$ cat config.mk
export PLATFORM = sky130hd
export DESIGN_NAME = ascii_integer_parser
export DESIGN_NICKNAME = d
export VERILOG_FILES = /design/src/design/aip_pkg.sv /design/src/design/aip_step.sv /design/src/design/aip_out_reg.sv /design/src/design/ascii_integer_parser.sv
export SDC_FILE = /design/constraint.sdc
export NUM_CORES = 1
export LEC_CHECK = 0
export ABC_AREA = 1
export BUFFER_PORTS_ARGS = -buffer_cell sky130_fd_sc_hd__clkbuf_2
export CAP_MARGIN = 10
export CORE_MARGIN = 5
export CORE_UTILIZATION = 30
export DETAILED_ROUTE_END_ITERATION = 8
export MAX_ROUTING_LAYER = met4
export SYNTH_ARGS = -nofsm -noshare
export SYNTH_HDL_FRONTEND = slang
export SYNTH_SLANG_ARGS = --single-unit
$ cat constraint.sdc
create_clock -name clk -period 5.3 [get_ports clk]
set_input_delay 1.06 -clock clk [delete_from_list [all_inputs] [get_ports clk]]
set_output_delay 1.06 -clock clk [all_outputs]
set_load 0.005 [all_outputs]
$ cat src/design/aip_pkg.sv
package aip_pkg;

    localparam int CharW  = 8;
    localparam int ValueW = 32;
    localparam int BaseW  = 6;

    localparam logic [BaseW-1:0] BaseMax  = 6'd36;
    localparam logic [BaseW-1:0] BaseDec  = 6'd10;
    localparam logic [BaseW-1:0] BaseHex  = 6'd16;
    localparam logic [BaseW-1:0] BaseBin  = 6'd2;
    localparam logic [BaseW-1:0] ModeAuto = 6'd0;

    localparam logic [CharW-1:0] ChSpace  = 8'h20;
    localparam logic [CharW-1:0] ChTab    = 8'h09;
    localparam logic [CharW-1:0] ChCr     = 8'h0D;
    localparam logic [CharW-1:0] ChLf     = 8'h0A;
    localparam logic [CharW-1:0] ChZero   = 8'h30;
    localparam logic [CharW-1:0] ChNine   = 8'h39;
    localparam logic [CharW-1:0] ChHigh   = 8'h80;
    localparam logic [CharW-1:0] ChUpperA = 8'h41;
    localparam logic [CharW-1:0] ChCaseB  = 8'h20;
    localparam logic [CharW-1:0] ChMinus  = 8'h2D;
    localparam logic [CharW-1:0] ChPlus   = 8'h2B;
    localparam logic [CharW-1:0] ChDollar = 8'h24;
    localparam logic [CharW-1:0] ChPct    = 8'h25;
    localparam logic [CharW-1:0] ChLowX   = 8'h78;
    localparam logic [CharW-1:0] ChUpX    = 8'h58;
    localparam logic [CharW-1:0] ChLowB   = 8'h62;

    typedef struct packed {
        logic [ValueW-1:0] acc;
        logic              negate;
        logic              digit_seen;
        logic              prefix_allowed;
        logic [BaseW-1:0]  base;
        logic              skipping;
    } aip_state_t;

    typedef struct packed {
        logic [CharW-1:0]  end_char;
        logic [BaseW-1:0]  success_base;
        logic [ValueW-1:0] value;
    } aip_result_t;

    function automatic aip_state_t aip_restart(input logic [BaseW-1:0] mode);
        aip_state_t       s;
        logic [BaseW-1:0] b;
        b = (mode > BaseMax) ? BaseMax : mode;
        s.acc            = '0;
        s.negate         = 1'b0;
        s.digit_seen     = 1'b0;
        s.skipping       = 1'b1;
        s.prefix_allowed = (b == ModeAuto);
        s.base           = (b == ModeAuto) ? BaseDec : b;
        return s;
    endfunction

endpackage

$ cat src/design/aip_step.sv
module aip_step (
    input  logic [7:0]          c,
    input  logic [5:0]          base_mode,
    input  aip_pkg::aip_state_t st,
    output aip_pkg::aip_state_t st_next,
    output logic                finish,
    output aip_pkg::aip_result_t result
);
    import aip_pkg::*;

    logic                blank;
    logic                add;
    logic [BaseW-1:0]    digit;
    logic [CharW-1:0]    u;
    logic [CharW-1:0]    letter;
    logic [ValueW+BaseW-1:0] prod;

    assign blank   = (c == ChSpace) || (c == ChTab);
    assign u       = c & ~ChCaseB;
    assign letter  = u - ChUpperA + {2'b00, BaseDec};
    assign prod    = {{BaseW{1'b0}}, st.acc} * {{ValueW{1'b0}}, st.base};

    assign result.value        = st.negate ? (~st.acc + 32'd1) : st.acc;
    assign result.success_base = st.digit_seen ? st.base : '0;
    assign result.end_char     = c;

    always_comb
    begin
        st_next = st;
        finish  = 1'b0;
        add     = 1'b0;
        digit   = '0;
        if (!(st.skipping && blank))
        begin
            st_next.skipping = 1'b0;
            if (c inside {[ChZero:ChNine]})
            begin
                if ({2'b00, c[3:0]} < st.base)
                begin
                    add   = 1'b1;
                    digit = {2'b00, c[3:0]};
                end
                else
                    finish = 1'b1;
            end
            else if (blank || c == ChCr || c == ChLf)
                finish = 1'b1;
            else if (c < ChSpace || c >= ChHigh)
                ;
            else if (st.base > BaseDec)
            begin
                if (u >= ChUpperA && letter < {2'b00, st.base})
                begin
                    add   = 1'b1;
                    digit = letter[BaseW-1:0];
                end
                else
                    finish = 1'b1;
            end
            else if (st.acc == '0)
            begin
                if (!st.digit_seen)
                begin
                    if (c == ChMinus)
                        st_next.negate = !st.negate;
                    else if (c == ChPlus)
                        ;
                    else if (st.prefix_allowed && c == ChDollar)
                    begin
                        st_next.base           = BaseHex;
                        st_next.prefix_allowed = 1'b0;
                    end
                    else if (st.prefix_allowed && c == ChPct)
                    begin
                        st_next.base           = BaseBin;
                        st_next.prefix_allowed = 1'b0;
                    end
                    else
                        finish = 1'b1;
                end
                else if (st.prefix_allowed)
                begin
                    if (c == ChLowX || c == ChUpX)
                    begin
                        st_next.base           = BaseHex;
                        st_next.prefix_allowed = 1'b0;
                    end
                    else if (c == ChLowB)
                    begin
                        st_next.base           = BaseBin;
                        st_next.prefix_allowed = 1'b0;
                    end
                    else
                        finish = 1'b1;
                end
            end
        end
        if (add)
        begin
            st_next.acc        = prod[ValueW-1:0] + {{(ValueW-BaseW){1'b0}}, digit};
            st_next.digit_seen = 1'b1;
        end
        if (finish)
            st_next = aip_restart(base_mode);
    end

endmodule

$ cat src/design/aip_out_reg.sv
module aip_out_reg (
    input  logic                 clk,
    input  logic                 rst_n,
    input  logic                 load,
    input  aip_pkg::aip_result_t result,
    output logic                 free,
    output logic                 m_tvalid,
    input  logic                 m_tready,
    output logic [47:0]          m_tdata
);
    import aip_pkg::*;

    logic        valid_reg;
    aip_result_t data_reg;

    assign free     = !valid_reg || m_tready;
    assign m_tvalid = valid_reg;
    assign m_tdata  = {2'b00, data_reg};

    always_ff @(posedge clk or negedge rst_n)
    begin
        if (!rst_n)
            valid_reg <= 1'b0;
        else if (free)
            valid_reg <= load;
    end

    always_ff @(posedge clk)
    begin
        if (free && load)
            data_reg <= result;
    end

endmodule

$ cat src/design/ascii_integer_parser.sv
// Multiply-add is combinational; m_tvalid follows s1_char_reg and then the output register.
// Throughput: one character per cycle, stalled when a number ends and the output is full.
// Parsing that ends with no digit still emits a transaction, with success_base 0.
// Reset (rst_n, asynchronous, active low): auto base mode, parser restarted, pipeline empty.
// A base_mode write restarts the parser and drops any number in progress.
module ascii_integer_parser (
    input  logic        clk,
    input  logic        rst_n,
    input  logic        cfg_wr_en,
    input  logic [5:0]  cfg_wr_data,   // base_mode
    input  logic        s_tvalid,
    output logic        s_tready,
    input  logic [7:0]  s_tdata,       // [7:0] char_in
    output logic        m_tvalid,
    input  logic        m_tready,
    output logic [47:0] m_tdata        // [31:0] value, [37:32] success_base, [45:38] end_char
);
    import aip_pkg::*;

    logic             s1_valid_reg;
    logic [CharW-1:0] s1_char_reg;
    logic [BaseW-1:0] base_mode_reg;
    aip_state_t       state_reg;
    aip_state_t       state_next;
    aip_result_t      result;
    logic             finish;
    logic             out_free;
    logic             advance;

    aip_step u_step (
        .c         (s1_char_reg),
        .base_mode (base_mode_reg),
        .st        (state_reg),
        .st_next   (state_next),
        .finish    (finish),
        .result    (result)
    );

    aip_out_reg u_out (
        .clk      (clk),
        .rst_n    (rst_n),
        .load     (s1_valid_reg && finish),
        .result   (result),
        .free     (out_free),
        .m_tvalid (m_tvalid),
        .m_tready (m_tready),
        .m_tdata  (m_tdata)
    );

    assign advance  = s1_valid_reg && (!finish || out_free);
    assign s_tready = !s1_valid_reg || advance;

    always_ff @(posedge clk or negedge rst_n)
    begin
        if (!rst_n)
        begin
            s1_valid_reg  <= 1'b0;
            base_mode_reg <= ModeAuto;
            state_reg     <= aip_restart(ModeAuto);
        end
        else
        begin
            if (s_tready)
                s1_valid_reg <= s_tvalid;
            if (cfg_wr_en)
            begin
                base_mode_reg <= cfg_wr_data;
                state_reg     <= aip_restart(cfg_wr_data);
            end
            else if (advance)
                state_reg <= state_next;
        end
    end

    // hold the character until the step logic consumes it
    always_ff @(posedge clk)
    begin
        if (s_tready && s_tvalid)
            s1_char_reg <= s_tdata;
    end

    a_base_range: assert property (@(posedge clk) disable iff (!rst_n)
        state_reg.base != 6'd0 && state_reg.base <= BaseMax)
        else $error("current base out of range");

    a_acc_without_digit: assert property (@(posedge clk) disable iff (!rst_n)
        !state_reg.digit_seen |-> state_reg.acc == '0)
        else $error("accumulator nonzero before any digit");

    a_skip_clean: assert property (@(posedge clk) disable iff (!rst_n)
        state_reg.skipping |-> (!state_reg.digit_seen && !state_reg.negate))
        else $error("leading skip with number in progress");

    a_prefix_auto: assert property (@(posedge clk) disable iff (!rst_n)
        state_reg.prefix_allowed |-> base_mode_reg == ModeAuto)
        else $error("prefix allowed outside auto mode");

endmodule
Word-level counts from Yosys, hierarchy flattened
Index checks and enable logic that the tools add are counted.
Widths: inputs -> output; s select.

storage, ports and cells
  flip-flop bits (word level) = 104
  input bits = 19
  output and inout port bits = 50
  logic and storage cells = 146

operators by class
  $add $sub $neg = 4
  multipliers = 1
  magnitude comparators = 10
  equal/unequal tests = 21
  multiplexer cells = 62
  bitwise operators = 1
  reduce and logical (&&, ||, !) cells = 34

operators by type and width
  cell                   count
  $mux 42                3
  $mux 7                 13
  $mux 32                2
  $mux 6                 10
  $eq 8x6->1 const B     5
  $add 32x1->32 const B  1
  $add 32x6->32          1
  $logic_not 32->1       1
  $mul 32x6->32          1
  $mux 1                 32
  $not 32->32            1
  $eq 8x4->1 const B     3
  $eq 8x7->1 const B     3
  $ne 3x3->1 const B     5
  $gt 6x6->1 const B     2
  $logic_not 6->1        2
  $reduce_and 12->1      1
  $reduce_and 10->1      1
  $logic_and 1x1->1      9
  $reduce_and 9->1       1
  $reduce_bool 3->1      3
  $add 8x4->8 const B    1
  $ge 8x6->1 const B     1
  $ge 8x7->1 const B     1
  18 further kinds       30

Depth between registers and ports, before layout
Gate-level depths: netlist of run 1.

  depth after elaboration = 18
  mapped depth = 29

Cells and area by module
From an unflattened synthesis of run 1, not the netlist that was laid out.

second synthesis, totals
  cell total of the unflattened synthesis = 1,596
  area total of the unflattened synthesis = 12,304.3 µm²

modules (own cells, without submodules)
  module                times used  cells each  area each (µm²)  sequential area each (µm²)
  aip_step              1           1,363       8,705.8          0.0
  ascii_integer_parser  1           178         2,153.3          1,471.4
  aip_out_reg           1           55          1,445.1          1,406.3

Worst setup path after synthesis of run 1
Ideal clock, no wire load.

  path type = reg-to-reg
  start = register state_reg[4] (netlist bit)
  end = register u_out.data_reg, in the netlist u_out.m_tdata[0] (enable)
  setup time = 506 ps
  arrival time = 5,312 ps
  data required time = 4,794 ps
  path slack = -518 ps
  cell stages (with the launch flop) = 14
  cell sequence = dfstp_2 clkbuf_1 clkbuf_1 inv_1 ha_1 nand2_1 inv_1 o21ai_0 nand2_1 nor2_1 a21oi_1 nand2_4 clkbuf_1 nor3_1

on the way
  cells in the longest elaborated chain, start to end = 10
  elaborated cells on any way between the ends = 13
  those cells by class = order compare (3); mux (7); reduce/logical (3)

ends and longest elaborated chain
  item                    line                        RTL
  from (decl)             ascii_integer_parser.sv:23  aip_state_t state_reg;
  from (signal assigned)  ascii_integer_parser.sv:59  state_reg <= aip_restart(ModeAuto);
  from (signal assigned)  ascii_integer_parser.sv:68  state_reg <= aip_restart(cfg_wr_data);
  from (signal assigned)  ascii_integer_parser.sv:71  state_reg <= state_next;
  $lt 8x6->1              aip_step.sv:52              if (u >= ChUpperA && letter < {2'b00, st.base})
  $logic_and 1x1->1       aip_step.sv:52
  $mux 1                  aip_step.sv:52
  $mux 1                  aip_step.sv:50              else if (st.base > BaseDec)
  $mux 1                  aip_step.sv:48              else if (c < ChSpace || c >= ChHigh)
  $mux 1                  aip_step.sv:46              else if (blank || c == ChCr || c == ChLf)
  $mux 1 (*)              aip_step.sv:36              if (c inside {[ChZero:ChNine]})
  $mux 1 (*)              aip_step.sv:33              if (!(st.skipping && blank))
  $logic_and 1x1->1 (*)   ascii_integer_parser.sv:42  .load (s1_valid_reg && finish),
  $logic_and 1x1->1 (*)   aip_out_reg.sv:30           if (free && load)
  to (signal assigned)    aip_out_reg.sv:31           data_reg <= result;
  to (decl)               aip_out_reg.sv:14           aip_result_t data_reg;

Mark *: on every way between the ends. The rest lies on a longest branch, timed or not.
A chain may end at the register's enable or synchronous reset.

Worst setup path in the final report of run 1
  start = register state_reg[4] (netlist bit)
  end = register state_reg[39] (netlist bit)

on the way
  cells in the longest elaborated chain, start to end = 13
  elaborated cells on any way between the ends = 37
  those cells by class = add/sub (1); mul (1); order compare (3); mux (25); reduce/logical (7)

ends and longest elaborated chain
  item
  branches (longest 13 deep; another with $mul 32x6->32)

Several ways; the timed one is not identified. The select of a mux whose other input is x is not followed.

==> summary.txt, run 1 <==
Status
  • Status: finished clean

Clock tree
  • CTS Buf Count: 9
  • Depth of the CTS H-tree: 3
  • Clock buffer depth: 2
  • Clk Latency, worst-skew pair: 0.39 ns
  • Sink Count: 104
  • Clock transition at path regs: 0.09 ns
  • Resize count post-CTS: 0
  • Post-CTS setup buffers: 0
  • Root buffer cell: clkbuf_16
  • CTS tree: built
  • Hold buffers post-CTS: 0

Timing
  • Final Critical Period: 4.928 ns
  • Fin crit share: 0.9298
  • Final Setup Violations: 0
  • Fmax: 202.9 MHz
  • Hold Vio Cnt, Final: 0
  • Max-slew violation count: 0
  • Setup WS post-layout: 0.3719 ns
  • Clock Skews: 0.01624 ns
  • Slew of the pin with the lowest slew margin: 0.7668 ns
  • Total negative setup slack: 0 ns
  • RSZ-0062 raised after global routing: no
  • Max_slew headroom: 0.4888

Worst setup path
  • CP Capture Type: register
  • CP arrival: 5.25 ns
  • Critical path startpoint category: register
  • Crit path max fanout: 15
  • CP Data Required Time: 5.62 ns
  • Crit Path Class: register to register

Global routing
  • Vias in the first global route: 9,835
  • Initial antenna violation count: 0
  • GR Util All Layers: 0.1586
  • Largest net degree at the start of global routing: 51
  • Total grt overflow: 0
  • First-pass GRT wire length: 52.14 mm

Run
  • Max Cap Viol: 0

Cells and area
  • Share of layout cells above drive strength 1: 0.1197
  • Area occupied by multi-input gates: 7406 µm²
  • Diode count: 0
  • Fill cell count: 4,044
  • Sequential cell area: 2878 µm²
  • Largest register FFs: 46
  • Nets: 1,691
  • Layout overhead on the synthesized area: 8.800%
  • Non-Filler Instances: 2,005

Die
  • Die Height: 206.8 µm
  • Core Rows: 72
  • Die area: 42,760 µm²
  • I/O Pins: 69
  • Area of the core: 38,470 µm²
  • Die width: 206.8 µm
  • Initial Util: 0.3020

Drt
  • Post-route DRC: 0
  • Post-DRT Antenna Nets: 0
  • DR vias/cell: 4.769
  • Vias: 9,561
  • Post-DR wirelength/cell: 15.87 µm
  • Final wirelength: 31.81 mm
  • 1st-pass router iterations: 5
  • DR iter-0 viols: 548

Logic synthesis
  • Post-synthesis compound-gate area fraction: 0.08197
  • Cell Area, Synth: 11,620 µm²
  • Post-synthesis mux area share: 0
  • Syn avg cell area: 7.984 µm²
  • Distinct cell type count after synthesis: 49
  • Syn. warnings: 0
  • Xor and xnor fraction of the mapped netlist area: 0.04524
  • Post-synthesis adder-cell area fraction: 0.2770
  • Largest family of logic cells by synthesized area: adder cells
  • Register area share after synthesis: 0.2477
  • Synthesized flop and latch total: 104
  • Simple-gate share of the synthesized area: 0.2317
  • Mapped Cells: 1,455

Power
  • Max VDD drop: 0.0001601 V
  • Leakage: 6.624 nW
  • Cell Pwr Density: 286.3 nW/µm²

Placement
  • Port bufs: 66
  • Placed Cells: 1,989
  • Post-DP HPWL: 24.75 mm
  • Dpl ws: 0.4059 ns
  • Placer congestion estimate: 0.9188

Min path
  • Type of the worst min-delay path: register to register
==> layout by cell type (no fill, tap or decap), types with 5 or more instances in the layout <==
master,instances
nand2_1,392
inv_1,226
fa_1,112
ha_1,78
nand3_1,77
nor2_1,73
clkbuf_2,66
edfxtp_1,54
xor2_1,48
dfrtp_1,46
o21ai_0,44
a21oi_1,36
nand4_1,28
buf_4,24
o21ai_1,20
o21ai_2,15
inv_2,13
nand2_2,13
nor3_1,12
xnor2_1,12
a21o_1,11
clkbuf_16,9
nor2_2,8
a31oi_1,8
o31ai_1,6
nand3_2,5
or2_2,5
==> report_power, final <==
| group | internal [mW] | switching (mW) |
|---|---|---|
| registers | 1.05 | 0.150 |
| clock network | 0.328 | 0.359 |
| logic | 0.519 | 1.21 |
| total | 1.90 | 1.72 |
==> worst max-delay path, cell delays in order, from the launching register on <==
cell,delay [ns]
dfstp_2,0.72
buf_4,0.32
nand2_1,0.10
fa_1,0.49
inv_1,0.05
fa_1,0.50
fa_1,0.49
ha_1,0.31
ha_1,0.38
a21oi_1,0.26
inv_1,0.06
a31oi_1,0.37
o21ai_0,0.20
a31oi_1,0.22
nand2_1,0.08
nand2_1,0.06
nand4_1,0.09
o21ai_2,0.15
==> layer usage <==
layer / share of wire / track usage / up-vias
li1: - / - / 4609
met1: 0.44 / 0.2018 / 4722
met2: 0.50 / 0.2676 / 193
met3: 0.036 / 0.01547 / 37
met4: 0.025 / 0.05170 / 0
met5: 0 / - / -
==> path summary, 6_finish.rpt <==
path | start | end | slack, ns | depth (start not counted)
max | state_reg[4] | state_reg[39] | 0.37 | 17
min | base_mode_reg[5] | base_mode_reg[5] | 0.50 | 2
max reg2reg | state_reg[4] | state_reg[39] | 0.37 | 17
min reg2reg | base_mode_reg[5] | base_mode_reg[5] | 0.50 | 2
max in group asynchronous | rst_n | state_reg[20] | 3.95 | 2
min in group asynchronous | rst_n | base_mode_reg[1] | 0.83 | 2
==> cell type report <==
class	instances	area share
Clock buffer	10	0.01812
Sequential cell	104	0.2277
Multi-Input combinational cell	1035	0.5860
Clock inverter	6	0.004059
Inverter	242	0.07247
Timing Repair Buffer	90	0.04039
Tap cell	518	0.05128
==> Yosys cell counts (all sizes together) <==
cell | n | area, µm²
a211oi | 2 | 15.01
a21boi | 2 | 15.01
a21o | 11 | 82.58
a21oi | 36 | 180.2
a221oi | 1 | 8.760
a22oi | 1 | 7.510
a31oi | 8 | 50.05
buf | 44 | 315.3
clkbuf | 31 | 116.4
clkinv | 1 | 3.750
conb | 1 | 3.750
dfrtp | 46 | 1151
dfstp | 4 | 105.1
edfxtp | 54 | 1622
fa | 112 | 2242
ha | 78 | 975.9
inv | 241 | 912.1
nand2 | 406 | 1564
nand3 | 82 | 435.4
nand3b | 2 | 15.01
nand4 | 28 | 175.2
nor2 | 86 | 389.1
nor3 | 14 | 75.07
nor4 | 1 | 6.260
o211ai | 3 | 22.52
o21a | 3 | 22.52
o21ai | 79 | 451.7
o21bai | 4 | 30.03
o221ai | 1 | 8.760
o22ai | 2 | 12.51
o31ai | 6 | 45.04
or2 | 5 | 31.28
xnor2 | 12 | 105.1
xor2 | 48 | 420.4
==> logic make-up (layout without fill, tap and decap cells) <==
family,Yosys count,in the layout
simple gates,624,624
fa+ha+maj,190,190
other cells,1,2
flops,104,104
xor+xnor,60,60
compound gates,159,159
buf+inv,317,348
==> per-stage QoR <==
stage          utilization  hold WS [ns]  power, mW  cell area (µm²)
6_report            0.3286        0.4951      3.619            12640
5_1_grt             0.3286        0.5456      3.882            12640
4_1_cts             0.3286        0.4967      3.658            12640
3_5_place_dp        0.3213        0.4763      2.955            12360
3_3_place_gp        0.3213        0.4738      2.922            12360
2_1_floorplan            -        0.4231      2.312            11620
(Power assumes the default switching activity.)
==> inputs of run 2 (changes only) <==
--- a/config.mk
+++ b/config.mk
@@ -8,10 +8,13 @@
 export ABC_AREA = 1
 export BUFFER_PORTS_ARGS = -buffer_cell sky130_fd_sc_hd__clkbuf_2
 export CAP_MARGIN = 10
+export CELL_PAD_IN_SITES_DETAIL_PLACEMENT = 2
+export CELL_PAD_IN_SITES_GLOBAL_PLACEMENT = 2
 export CORE_MARGIN = 5
 export CORE_UTILIZATION = 30
 export DETAILED_ROUTE_END_ITERATION = 8
-export MAX_ROUTING_LAYER = met4
+export HOLD_SLACK_MARGIN = 0.03
+export PLACE_DENSITY_LB_ADDON = 0.1
 export SYNTH_ARGS = -nofsm -noshare
 export SYNTH_HDL_FRONTEND = slang
 export SYNTH_SLANG_ARGS = --single-unit
==> run 2 against run 1 <==
Effect of this change: global-route usage is 4.5 points higher; maximum frequency is 1.8% lower; combinational power increased by 9%; wire length increased by 31%; sequential share of layout area decreased by 0.33 points; sequential power is essentially flat; via count up 2.0%; sequential cell count unchanged; register-to-register slack got worse by 0.09 ns; worst hold slack better by 0.021 ns; critical endpoint is now state_reg[33]; cell area is 1.5% higher; total power up 7.1%.
==> summary.txt, run 2 (synthesis results as in run 1) <==
Placement
  • Cell Area, Placed: 12,490 µm²
  • Port bufs: 66
  • Placer congestion estimate: 0.8101
  • Post-DP HPWL: 33.35 mm
  • Dpl ws: 0.05795 ns

Die
  • Core Rows: 72
  • I/O Pins: 69
  • Die area: 42,760 µm²
  • Die Height: 206.8 µm
  • Initial Util: 0.3020
  • Area of the core: 38,470 µm²
  • Die width: 206.8 µm

Cells and area
  • Share of layout cells above drive strength 1: 0.1314
  • Core Util, Final: 0.3336
  • Sequential cell area: 2879 µm²
  • Layout overhead on the synthesized area: 10.47%
  • Nets: 1,703
  • Post-route cell area: 12,830 µm²
  • Largest register FFs: 46
  • Most frequent cells in the layout: nand2_1 (392), inv_1 (226), fa_1 (112)
  • Commonest non-fill, non-tap cell in the layout: nand2_1
  • Fill cell count: 4,464
  • Diode count: 0
  • Area occupied by multi-input gates: 7423 µm²

Worst setup path
  • CP Data Required Time: 5.63 ns
  • Crit path max fanout: 15
  • CP Capture Type: register
  • CP arrival: 5.35 ns
  • Critical path startpoint category: register
  • Crit Path Class: register to register

Drt
  • 1st-pass router iterations: 5
  • Post-DR wirelength/cell: 20.59 µm
  • Vias: 9,752
  • DR vias/cell: 4.835
  • Post-DRT Antenna Nets: 0
  • Post-route DRC: 0
  • Final wirelength: 41.53 mm
  • DR iter-0 viols: 367

Clock tree
  • Post-CTS setup buffers: 0
  • Sink Count: 104
  • CTS Buf Count: 9
  • Clock transition at path regs: 0.10 ns
  • Clock buffer depth: 2
  • CTS tree: built
  • Root buffer cell: clkbuf_16
  • Clk Latency, worst-skew pair: 0.39 ns
  • Depth of the CTS H-tree: 3

Global routing
  • Initial antenna violation count: 1
  • First-pass GRT wire length: 66.64 mm
  • Vias in the first global route: 11,080
  • GR Util All Layers: 0.2039
  • Total grt overflow: 0
  • Largest net degree at the start of global routing: 52

Timing
  • Clock Skews: 0.01222 ns
  • Max-slew violation count: 0
  • Hold Vio Cnt, Final: 0
  • Total negative setup slack: 0 ns
  • Setup WS post-layout: 0.2816 ns
  • Fmax: 199.3 MHz
  • Final Setup Violations: 0
  • Final Critical Period: 5.018 ns
  • Slew of the pin with the lowest slew margin: 0.6491 ns
  • RSZ-0062 raised after global routing: yes
  • Max_slew headroom: 0.5673
  • Fin crit share: 0.9469

Power
  • Cell Pwr Density: 302.0 nW/µm²
  • Leakage: 6.721 nW
  • Max VDD drop: 0.0001950 V
  • Power Total: 3.875 mW

Min path
  • Type of the worst min-delay path: register to register

Status
  • Status: finished clean

Run
  • Max Cap Viol: 0
## run 2: what timing repair did
item,4_1_cts,5_1_grt
endpoints found under the setup margin,0,6
gates resized for setup,0,9
hold buffers,0,0
## run 2: final timing paths
kind / endpoint / depth (start not counted) / slack [ns] / startpoint
min in group asynchronous: base_mode_reg[1] / 1 / 0.67 / rst_n
min reg2reg: base_mode_reg[5] / 2 / 0.52 / base_mode_reg[5]
max reg2reg: state_reg[33] / 18 / 0.28 / state_reg[2]
max: state_reg[33] / 18 / 0.28 / state_reg[2]
min: base_mode_reg[5] / 2 / 0.52 / base_mode_reg[5]
max in group asynchronous: state_reg[1] / 2 / 3.61 / rst_n
## run 2: where the power goes
part           switching, mW  internal, mW  leakage (nW)  total (mW)
clock network          0.411         0.385         0.158       0.795
logic                   1.32         0.559          5.39        1.88
registers              0.147          1.05          1.17        1.20
## run 2: critical path, stage by stage, from the launching register on
cell and delay, ns:
dfstp_2 0.66, buf_4 0.23, buf_6 0.22, nand2_1 0.11, fa_1 0.54, inv_1 0.06, fa_1 0.46, fa_1 0.49
ha_1 0.31, ha_1 0.45, nand2_1 0.15, nor2_1 0.11, inv_1 0.07, nor2_1 0.29, nand3_1 0.18, nand2_1 0.14
xor2_1 0.21, nand3_1 0.12, o21ai_2 0.16
## run 2: through the flow
step	hold WS (ns)	instances
after floorplan	0.4231	1456
after global placement	0.4725	2001
after detailed placement	0.5012	2001
after CTS	0.5230	2017
after global routing	0.5547	2017
final	0.5161	2017
## run 2: layout make-up
class,count,share of cell area
clock buffer,9,0.01755
clock inverter,7,0.007410
inverter,242,0.07137
multi-input combinational,1035,0.5785
sequential,104,0.2244
tap,518,0.05051
timing repair buffer,102,0.05031
## run 2: per-layer routing
metal | up-vias | wire [µm] | share of wire | GRT usage
met3 | 26 | 648 | 0.016 | 0.01500
met1 | 5017 | 19920 | 0.48 | 0.2804
li1 | 4625 | - | - | -
met2 | 84 | 20360 | 0.49 | 0.3548
met5 | - | 0 | 0 | 0
met4 | 0 | 595 | 0.014 | 0.04344
